`src/sv/cssp_pkg.sv`:
```
// Shared constants and types for the chunked Sklansky prefix sum.
// No dependencies; every other file refers to this package by scoped names.
package cssp_pkg;

  // lanes per chunk and levels of the Sklansky network (log2 of the lane count)
  localparam int Lanes    = 8;
  localparam int LvlCnt   = 3;

  // fixed port field widths
  localparam int InWidth  = 32;
  localparam int OutWidth = 32;
  localparam int CntWidth = 4;

  // per-chunk control that travels with the lane data
  typedef struct packed {
    logic [Lanes-1:0]    mask;        // lanes below lane_count
    logic [CntWidth-1:0] lane_count;  // raw count, copied to the result
    logic                last;        // final chunk of a vector
  } ctrl_t;

endpackage

```
`src/sv/cssp_scan_stage.sv`:
```
// First pipeline stage: lane masking and the eight-lane Sklansky scan network.
// Depends on cssp_pkg; feeds cssp_carry_stage.
module cssp_scan_stage #(
  parameter int ElemWidth = 32
) (
  input  logic                                                  clk_i,
  input  logic                                                  rst_ni,
  input  logic                                                  reverse_i,
  input  logic                                                  in_valid_i,
  output logic                                                  in_ready_o,
  input  logic [cssp_pkg::Lanes-1:0][cssp_pkg::InWidth-1:0]     elem_i,
  input  logic [cssp_pkg::CntWidth-1:0]                         lane_count_i,
  input  logic                                                  last_i,
  output logic                                                  out_valid_o,
  input  logic                                                  out_ready_i,
  output logic [cssp_pkg::Lanes-1:0][ElemWidth-1:0]             lane_o,
  output logic [ElemWidth-1:0]                                  total_o,
  output cssp_pkg::ctrl_t                                       ctrl_o
);

  localparam int CW = cssp_pkg::CntWidth;

  logic [ElemWidth-1:0]               net [cssp_pkg::LvlCnt+1][cssp_pkg::Lanes];
  logic [cssp_pkg::Lanes-1:0]         mask;
  logic [ElemWidth-1:0]               total;

  logic                                        valid_q, valid_d;
  logic [cssp_pkg::Lanes-1:0][ElemWidth-1:0]   lane_q;
  logic [ElemWidth-1:0]                        total_q;
  cssp_pkg::ctrl_t                             ctrl_q;
  logic                                        load;

  // lane mask, sign extension to the element width, unused lanes forced to zero
  for (genvar i = 0; i < cssp_pkg::Lanes; i++) begin : g_in
    assign mask[i]   = (lane_count_i > CW'(i));
    assign net[0][i] = mask[i] ? ElemWidth'(signed'(elem_i[i])) : '0;
  end

  // Sklansky levels: forward adds from the lower half-block, reverse from the upper
  for (genvar l = 0; l < cssp_pkg::LvlCnt; l++) begin : g_lvl
    for (genvar i = 0; i < cssp_pkg::Lanes; i++) begin : g_lane
      localparam int H    = 1 << l;
      localparam int Base = i & ~(2 * H - 1);
      if ((i & H) != 0) begin : g_fwd
        localparam int FwdP = Base + H - 1;
        assign net[l+1][i] = net[l][i] + (reverse_i ? '0 : net[l][FwdP]);
      end else begin : g_rev
        localparam int RevP = Base + H;
        assign net[l+1][i] = net[l][i] + (reverse_i ? net[l][RevP] : '0);
      end
    end
  end

  // chunk total: masked lanes are zero, so the far end of the scan holds it
  assign total = reverse_i ? net[cssp_pkg::LvlCnt][0]
                           : net[cssp_pkg::LvlCnt][cssp_pkg::Lanes-1];

  // stage handshake
  assign in_ready_o = !valid_q || out_ready_i;
  assign load       = in_valid_i && in_ready_o;
  assign valid_d    = in_ready_o ? in_valid_i : valid_q;

  always_ff @(posedge clk_i or negedge rst_ni) begin
    if (!rst_ni) begin
      valid_q <= 1'b0;
    end else begin
      valid_q <= valid_d;
    end
  end

  // stage payload
  always_ff @(posedge clk_i) begin
    if (load) begin
      for (int i = 0; i < cssp_pkg::Lanes; i++) begin
        lane_q[i] <= net[cssp_pkg::LvlCnt][i];
      end
      total_q           <= total;
      ctrl_q.mask       <= mask;
      ctrl_q.lane_count <= lane_count_i;
      ctrl_q.last       <= last_i;
    end
  end

  assign out_valid_o = valid_q;
  assign lane_o      = lane_q;
  assign total_o     = total_q;
  assign ctrl_o      = ctrl_q;

  // mask is always a run of ones from lane 0
  a_mask_thermo: assert property (@(posedge clk_i) disable iff (!rst_ni)
    valid_q |-> ((ctrl_q.mask & (ctrl_q.mask + 1'b1)) == '0))
    else $error("lane mask not contiguous from lane 0");

  // an empty chunk contributes nothing to the carry
  a_empty_total: assert property (@(posedge clk_i) disable iff (!rst_ni)
    (valid_q && !ctrl_q.mask[0]) |-> (total_q == '0))
    else $error("empty chunk with nonzero total");

  // a stalled chunk stays put
  a_hold_stall: assert property (@(posedge clk_i) disable iff (!rst_ni)
    (valid_q && !out_ready_i) |=> (valid_q && $stable(total_q)))
    else $error("stalled chunk dropped or changed");

endmodule

```
`src/sv/cssp_carry_stage.sv`:
```
// Second pipeline stage: adds the running carry to each lane and holds the result.
// Depends on cssp_pkg; fed by cssp_scan_stage.
module cssp_carry_stage #(
  parameter int ElemWidth = 32
) (
  input  logic                                                  clk_i,
  input  logic                                                  rst_ni,
  input  logic                                                  in_valid_i,
  output logic                                                  in_ready_o,
  input  logic [cssp_pkg::Lanes-1:0][ElemWidth-1:0]             lane_i,
  input  logic [ElemWidth-1:0]                                  total_i,
  input  cssp_pkg::ctrl_t                                       ctrl_i,
  output logic                                                  out_valid_o,
  input  logic                                                  out_ready_i,
  output logic [cssp_pkg::Lanes-1:0][cssp_pkg::OutWidth-1:0]    sum_o,
  output logic [cssp_pkg::CntWidth-1:0]                         lane_count_o,
  output logic                                                  last_o
);

  localparam int OW = cssp_pkg::OutWidth;

  logic                                                valid_q, valid_d;
  logic [ElemWidth-1:0]                                carry_q, carry_d;
  logic [cssp_pkg::Lanes-1:0][ElemWidth-1:0]           lane_sum;
  logic [cssp_pkg::Lanes-1:0][OW-1:0]                  sum_q, sum_d;
  logic [cssp_pkg::CntWidth-1:0]                       cnt_q;
  logic                                                last_q;
  logic                                                load;

  assign in_ready_o = !valid_q || out_ready_i;
  assign load       = in_valid_i && in_ready_o;
  assign valid_d    = in_ready_o ? in_valid_i : valid_q;

  // per-lane carry add wrapped at the element width, unused lanes read zero
  always_comb begin
    for (int i = 0; i < cssp_pkg::Lanes; i++) begin
      lane_sum[i] = lane_i[i] + carry_q;
      sum_d[i]    = ctrl_i.mask[i] ? OW'(lane_sum[i]) : '0;
    end
  end

  // carry moves by the chunk total and clears after the final chunk
  always_comb begin
    carry_d = carry_q;
    if (load) begin
      carry_d = ctrl_i.last ? '0 : (carry_q + total_i);
    end
  end

  always_ff @(posedge clk_i or negedge rst_ni) begin
    if (!rst_ni) begin
      valid_q <= 1'b0;
      carry_q <= '0;
    end else begin
      valid_q <= valid_d;
      carry_q <= carry_d;
    end
  end

  // result register
  always_ff @(posedge clk_i) begin
    if (load) begin
      sum_q  <= sum_d;
      cnt_q  <= ctrl_i.lane_count;
      last_q <= ctrl_i.last;
    end
  end

  assign out_valid_o  = valid_q;
  assign sum_o        = sum_q;
  assign lane_count_o = cnt_q;
  assign last_o       = last_q;

  // carry is zero after the final chunk passes
  a_carry_clear: assert property (@(posedge clk_i) disable iff (!rst_ni)
    (load && ctrl_i.last) |=> (carry_q == '0))
    else $error("carry not cleared after final chunk");

  // carry only moves on a transfer into this stage
  a_carry_hold: assert property (@(posedge clk_i) disable iff (!rst_ni)
    !load |=> $stable(carry_q))
    else $error("carry changed without a transfer");

  // top lane reads zero in a partial chunk
  a_unused_zero: assert property (@(posedge clk_i) disable iff (!rst_ni)
    (valid_q && (cnt_q < cssp_pkg::CntWidth'(cssp_pkg::Lanes)))
      |-> (sum_q[cssp_pkg::Lanes-1] == '0))
    else $error("unused lane not zero");

endmodule

```
`src/sv/chunked_sklansky_prefix_sum.sv`:
```
// A chunk is registered in the scan stage and then in the carry stage, whose register
// drives the result channel; back-pressure can hold the chunk in either stage.
// Throughput: one chunk per cycle without back-pressure; the carry loop is a single
// ElemWidth-bit add in the output stage, the three-level scan network sits in the stage before.
// Reset clears the mode register (forward), the running carry and both stage valids.
// Top level of the chunked Sklansky prefix sum; uses cssp_pkg and both stages.
module chunked_sklansky_prefix_sum #(
  parameter int ELEM_WIDTH = 32
) (
  input  logic        clk_i,
  input  logic        rst_ni,
  // configuration write channel
  input  logic        cfg_valid_i,
  output logic        cfg_ready_o,
  input  logic        cfg_reverse_mode_i,
  // input chunk channel
  input  logic        in_valid_i,
  output logic        in_ready_o,
  input  logic [31:0] elem_0_i,
  input  logic [31:0] elem_1_i,
  input  logic [31:0] elem_2_i,
  input  logic [31:0] elem_3_i,
  input  logic [31:0] elem_4_i,
  input  logic [31:0] elem_5_i,
  input  logic [31:0] elem_6_i,
  input  logic [31:0] elem_7_i,
  input  logic [3:0]  lane_count_i,
  input  logic        end_of_vector_i,
  // result channel
  output logic        out_valid_o,
  input  logic        out_ready_i,
  output logic [31:0] sum_0_o,
  output logic [31:0] sum_1_o,
  output logic [31:0] sum_2_o,
  output logic [31:0] sum_3_o,
  output logic [31:0] sum_4_o,
  output logic [31:0] sum_5_o,
  output logic [31:0] sum_6_o,
  output logic [31:0] sum_7_o,
  output logic [3:0]  out_lane_count_o,
  output logic        out_last_o
);

  logic                                                      reverse_q;
  logic [cssp_pkg::Lanes-1:0][cssp_pkg::InWidth-1:0]         elem;
  logic [cssp_pkg::Lanes-1:0][cssp_pkg::OutWidth-1:0]        sum;
  logic                                                      scan_valid, scan_ready;
  logic [cssp_pkg::Lanes-1:0][ELEM_WIDTH-1:0]                scan_lane;
  logic [ELEM_WIDTH-1:0]                                     scan_total;
  cssp_pkg::ctrl_t                                           scan_ctrl;

  // mode register, written on a config transfer
  assign cfg_ready_o = 1'b1;

  always_ff @(posedge clk_i or negedge rst_ni) begin
    if (!rst_ni) begin
      reverse_q <= 1'b0;
    end else if (cfg_valid_i && cfg_ready_o) begin
      reverse_q <= cfg_reverse_mode_i;
    end
  end

  // gather lane ports
  assign elem[0] = elem_0_i;
  assign elem[1] = elem_1_i;
  assign elem[2] = elem_2_i;
  assign elem[3] = elem_3_i;
  assign elem[4] = elem_4_i;
  assign elem[5] = elem_5_i;
  assign elem[6] = elem_6_i;
  assign elem[7] = elem_7_i;

  cssp_scan_stage #(
    .ElemWidth (ELEM_WIDTH)
  ) u_scan (
    .clk_i        (clk_i),
    .rst_ni       (rst_ni),
    .reverse_i    (reverse_q),
    .in_valid_i   (in_valid_i),
    .in_ready_o   (in_ready_o),
    .elem_i       (elem),
    .lane_count_i (lane_count_i),
    .last_i       (end_of_vector_i),
    .out_valid_o  (scan_valid),
    .out_ready_i  (scan_ready),
    .lane_o       (scan_lane),
    .total_o      (scan_total),
    .ctrl_o       (scan_ctrl)
  );

  cssp_carry_stage #(
    .ElemWidth (ELEM_WIDTH)
  ) u_carry (
    .clk_i        (clk_i),
    .rst_ni       (rst_ni),
    .in_valid_i   (scan_valid),
    .in_ready_o   (scan_ready),
    .lane_i       (scan_lane),
    .total_i      (scan_total),
    .ctrl_i       (scan_ctrl),
    .out_valid_o  (out_valid_o),
    .out_ready_i  (out_ready_i),
    .sum_o        (sum),
    .lane_count_o (out_lane_count_o),
    .last_o       (out_last_o)
  );

  // scatter result lanes
  assign sum_0_o = sum[0];
  assign sum_1_o = sum[1];
  assign sum_2_o = sum[2];
  assign sum_3_o = sum[3];
  assign sum_4_o = sum[4];
  assign sum_5_o = sum[5];
  assign sum_6_o = sum[6];
  assign sum_7_o = sum[7];

endmodule
```
`config.mk`:
```
export PLATFORM = sky130hd
export DESIGN_NAME = chunked_sklansky_prefix_sum
export DESIGN_NICKNAME = d
export VERILOG_FILES = /design/src/sv/cssp_pkg.sv /design/src/sv/cssp_scan_stage.sv /design/src/sv/cssp_carry_stage.sv /design/src/sv/chunked_sklansky_prefix_sum.sv
export SDC_FILE = /design/constraint.sdc
export NUM_CORES = 2
export LEC_CHECK = 0
export BUFFER_PORTS_ARGS = -buffer_cell sky130_fd_sc_hd__buf_2
export CORE_ASPECT_RATIO = 1.2
export CORE_MARGIN = 1
export CORE_UTILIZATION = 67
export DETAILED_ROUTE_END_ITERATION = 16
export PLACE_DENSITY_LB_ADDON = 0.05
export REMOVE_ABC_BUFFERS = 1
export SYNTH_ARGS = -nofsm -noshare
export SYNTH_HDL_FRONTEND = slang
export SYNTH_SLANG_ARGS = --single-unit
```
`constraint.sdc`:
```
create_clock -name clk_i -period 28 [get_ports clk_i]
set_input_delay 4.2 -clock clk_i [delete_from_list [all_inputs] [get_ports clk_i]]
set_output_delay 4.2 -clock clk_i [all_outputs]
set_load 0.01 [all_outputs]
```
==> metrics.txt <==
CP endpoint kind register; H-tree depth 3; Non-Filler Instances 8,683; most used cell, CP a21oi_1; Post-Place Cells 8,519; top cells by count, synth ha_1 (769), edfxtp_1 (562), a21oi_1 (533), inv_1 (521), nand2_1 (513); unrepaired setup endpoints after global routing no; Placeable Area 0.0928 mm^2; Clock Latency Late Sink 650 ps; clk buf depth 3; global-route total usage across every layer 43.7%; Seq pwr share 20.7%; Slowest-stage cell, CP fa_1; Ys Warns 0; CP startpoint kind primary input; max-slew violation count 0; Relative slew margins 15.6%; leakage power 33.5 nW; Hold WC Path Type reg -> reg; fill count 6,649; crit-path max FO 64; initial antenna violation count 47; post-CTS setup buffer count 0; Die ar. 0.0955 mm^2; final setup vio count 0; area of the multi-input gates 0.0427 mm^2; synthesized area 0.0631 mm^2; Worst Skew 25.7 ps; TritonCTS clock tree yes; TritonCTS Buffers 69; Main synth FF type edfxtp_1; Die Wd 282 um; share of cells above drive strength 1 10.3%; Power per Cell Area 134 mW/mm^2; global route total overflow 0; Final Cycle Share 53.7%; placed inst area 0.0671 mm^2; FF+latch area 0.0178 mm^2; worst hold slack 431 ps; share of the synthesized area in the top cell type 26.7%; num ports 531; post_cts resized 0; Yosys top cell by area edfxtp_1; Final min period 15,030 ps; CP max stage delay 550 ps; PortBufs 529; Switching Share 48.8%; row cnt 122; DP HPWL 170 mm; Max Cap Viol 0; Post-synth EDFFs 562; Worst Tran Pin Value 1230 ps; combinational share of power 69.2%; Seq/Total Area, Yosys 28.1%; max frequency 66.6 MHz; clock slew at reported path FFs 60 ps; first-pass GRT wire length 317 mm; synth unique cells 96; Mapped Cells 6,890; First DRT Iteration DRCs 6,319; DRT Wirelength 211 mm; starting density of the core 68.0%; CP arrival 15,390 ps; Clock Tree Root clkbuf_16; CTS Hold Bufs 0; Net Switching 4.54 mW; clock sinks 597; Critical Path RT 28,360 ps; P&R area growth vs syn 9.98%; Routed Antenna Nets 0; Mapped Avg Cell Area 9.16 um^2; Die Y 338 um; setup TNS 0 ps; total internal power 4.76 mW; most common cell in the netlist ha_1; final hold viol count 0; DRC 0; number of global-route vias before repair 55,974; vias post-DR 56,255; Max IR drop VDD 0.0766 mV; Final Instance Area 0.0694 mm^2; final net count 8,655; largest net degree at the start of global routing 126; Routability Congestion 1.03; outcome finished clean; Seq cells post-synth 597; Routed WL per cell 24.3 um; main area contributors after synthesis edfxtp_1 (27%), ha_1 (15%), fa_1 (8.5%), xnor2_1 (5.8%), a21oi_1 (4.2%); Pre-antenna DRT Iters 8; asr flop ratio synth 5.86%; Clk pwr share 10.1%; vias per cell 6.48; CP Class in -> reg
-- logic make-up (layout without fill, tap and decap cells) --
| group | after synthesis | count (layout) | share of synthesized area, % |
|---|---|---|---|
| adders and majority gates | 1038 | 1038 | 23.8 |
| xor gates and xnor gates | 588 | 588 | 8.27 |
| AOI/OAI and AO/OA | 1680 | 1680 | 17.1 |
| other | 1 | 41 | 0.00594 |
| and+or+nand+nor | 2234 | 2234 | 18.0 |
| muxes | 26 | 26 | 0.454 |
| DFF | 597 | 597 | 28.1 |
| buffers and inverters | 726 | 1239 | 4.33 |
-- critical path, delay by kind of cell --
kind	cells	cell delay [ps]
and+or+nand+nor	13	2970
buffers and inverters	3	790
xor gates and xnor gates	3	730
AOI/OAI and AO/OA	18	3770
muxes	1	120
adders and majority gates	7	2800
-- stage by stage --
step           setup slack (ps)  util (%)  power [mW]
6_report                  12970      74.8        9.30
5_1_grt                   12520      74.8        9.85
4_1_cts                   13210      74.7        9.10
3_5_place_dp              12560      72.3        8.07
3_3_place_gp              12690      72.3        7.87
2_1_floorplan             10030         -        6.22
-- final timing paths --
check                                      startpoint                                 to  slack [ps]  depth (start not counted)
setup / recovery                      lane_count_i[3]       u_scan.total_o[31]$_DFFE_PP_       12970                         45
hold / removal             u_scan.ctrl_o[2]$_DFFE_PP_  u_carry.lane_count_o[1]$_DFFE_PP_         430                          0
setup reg to reg                reverse_q$_DFFE_PN0P_       u_scan.total_o[31]$_DFFE_PP_       16950                         41
hold reg to reg            u_scan.ctrl_o[2]$_DFFE_PP_  u_carry.lane_count_o[1]$_DFFE_PP_         430                          0
max in group asynchronous                      rst_ni              reverse_q$_DFFE_PN0P_       23550                          1
min in group asynchronous                      rst_ni     u_carry.carry_q[2]$_DFFE_PN0P_        3690                          1
-- cells in the final DEF (no fill, tap or decap), types with 22 or more instances in the layout --
cell,instances
o21ai_1,129
a22o_1,22
nor2b_1,98
or2_2,24
nand3_1,111
a31oi_1,47
o21bai_1,99
inv_1,520
a21oi_1,533
fa_1,269
clkbuf_16,71
xor2_1,167
buf_4,59
xnor2_1,416
buf_2,529
and3_1,188
nor3_1,113
a21o_1,262
nand2b_1,85
nor2_1,494
diode_2,40
and2_1,412
nand4_1,40
o31ai_1,39
dfrtp_1,34
nor3b_1,34
nand2_1,513
edfxtp_1,562
o21a_1,104
a211oi_1,48
ha_1,769
or3_1,36
o21ai_0,181
-- routing by layer --
layer,track usage [%],up-vias,wire (um)
met5,0,-,105
li1,-,25359,-
met1,55.3,26939,78100
met4,24.4,18,13200
met3,8.09,697,23100
met2,70.2,3242,96800
-- area by class of cell --
type	count	share of cell area (%)
Clock buffer	83	2.65
Timing Repair Buffer	589	4.48
Tap cell	1240	2.23
Inverter	526	2.86
Sequential cell	597	25.6
Antenna cell	40	0.144
Multi-Input combinational cell	5567	61.4
Clock inverter	41	0.625
-- flip-flops by register name, indices dropped and copies added, names as in the netlist --
name	flops
u_carry.out_valid_o	1
u_scan.total_o	32
u_carry.carry_q	32
u_scan.out_valid_o	1
u_scan.lane_o	256
u_scan.ctrl_o	13
u_carry.last_o	1
u_carry.lane_count_o	4
reverse_q	1
u_carry.sum_o	256
-- power groups by stage --
stage / sequential (mW) / clock (mW) / combinational, mW
CTS: 1.92 / 0.939 / 6.25
detailed placement: 1.93 / 0 / 6.15
global route: 1.96 / 0.968 / 6.93
floorplan: 1.97 / 0 / 4.25
global placement: 1.91 / 0 / 5.96
finish: 1.93 / 0.940 / 6.44
Power figures use the tool's default switching activity.
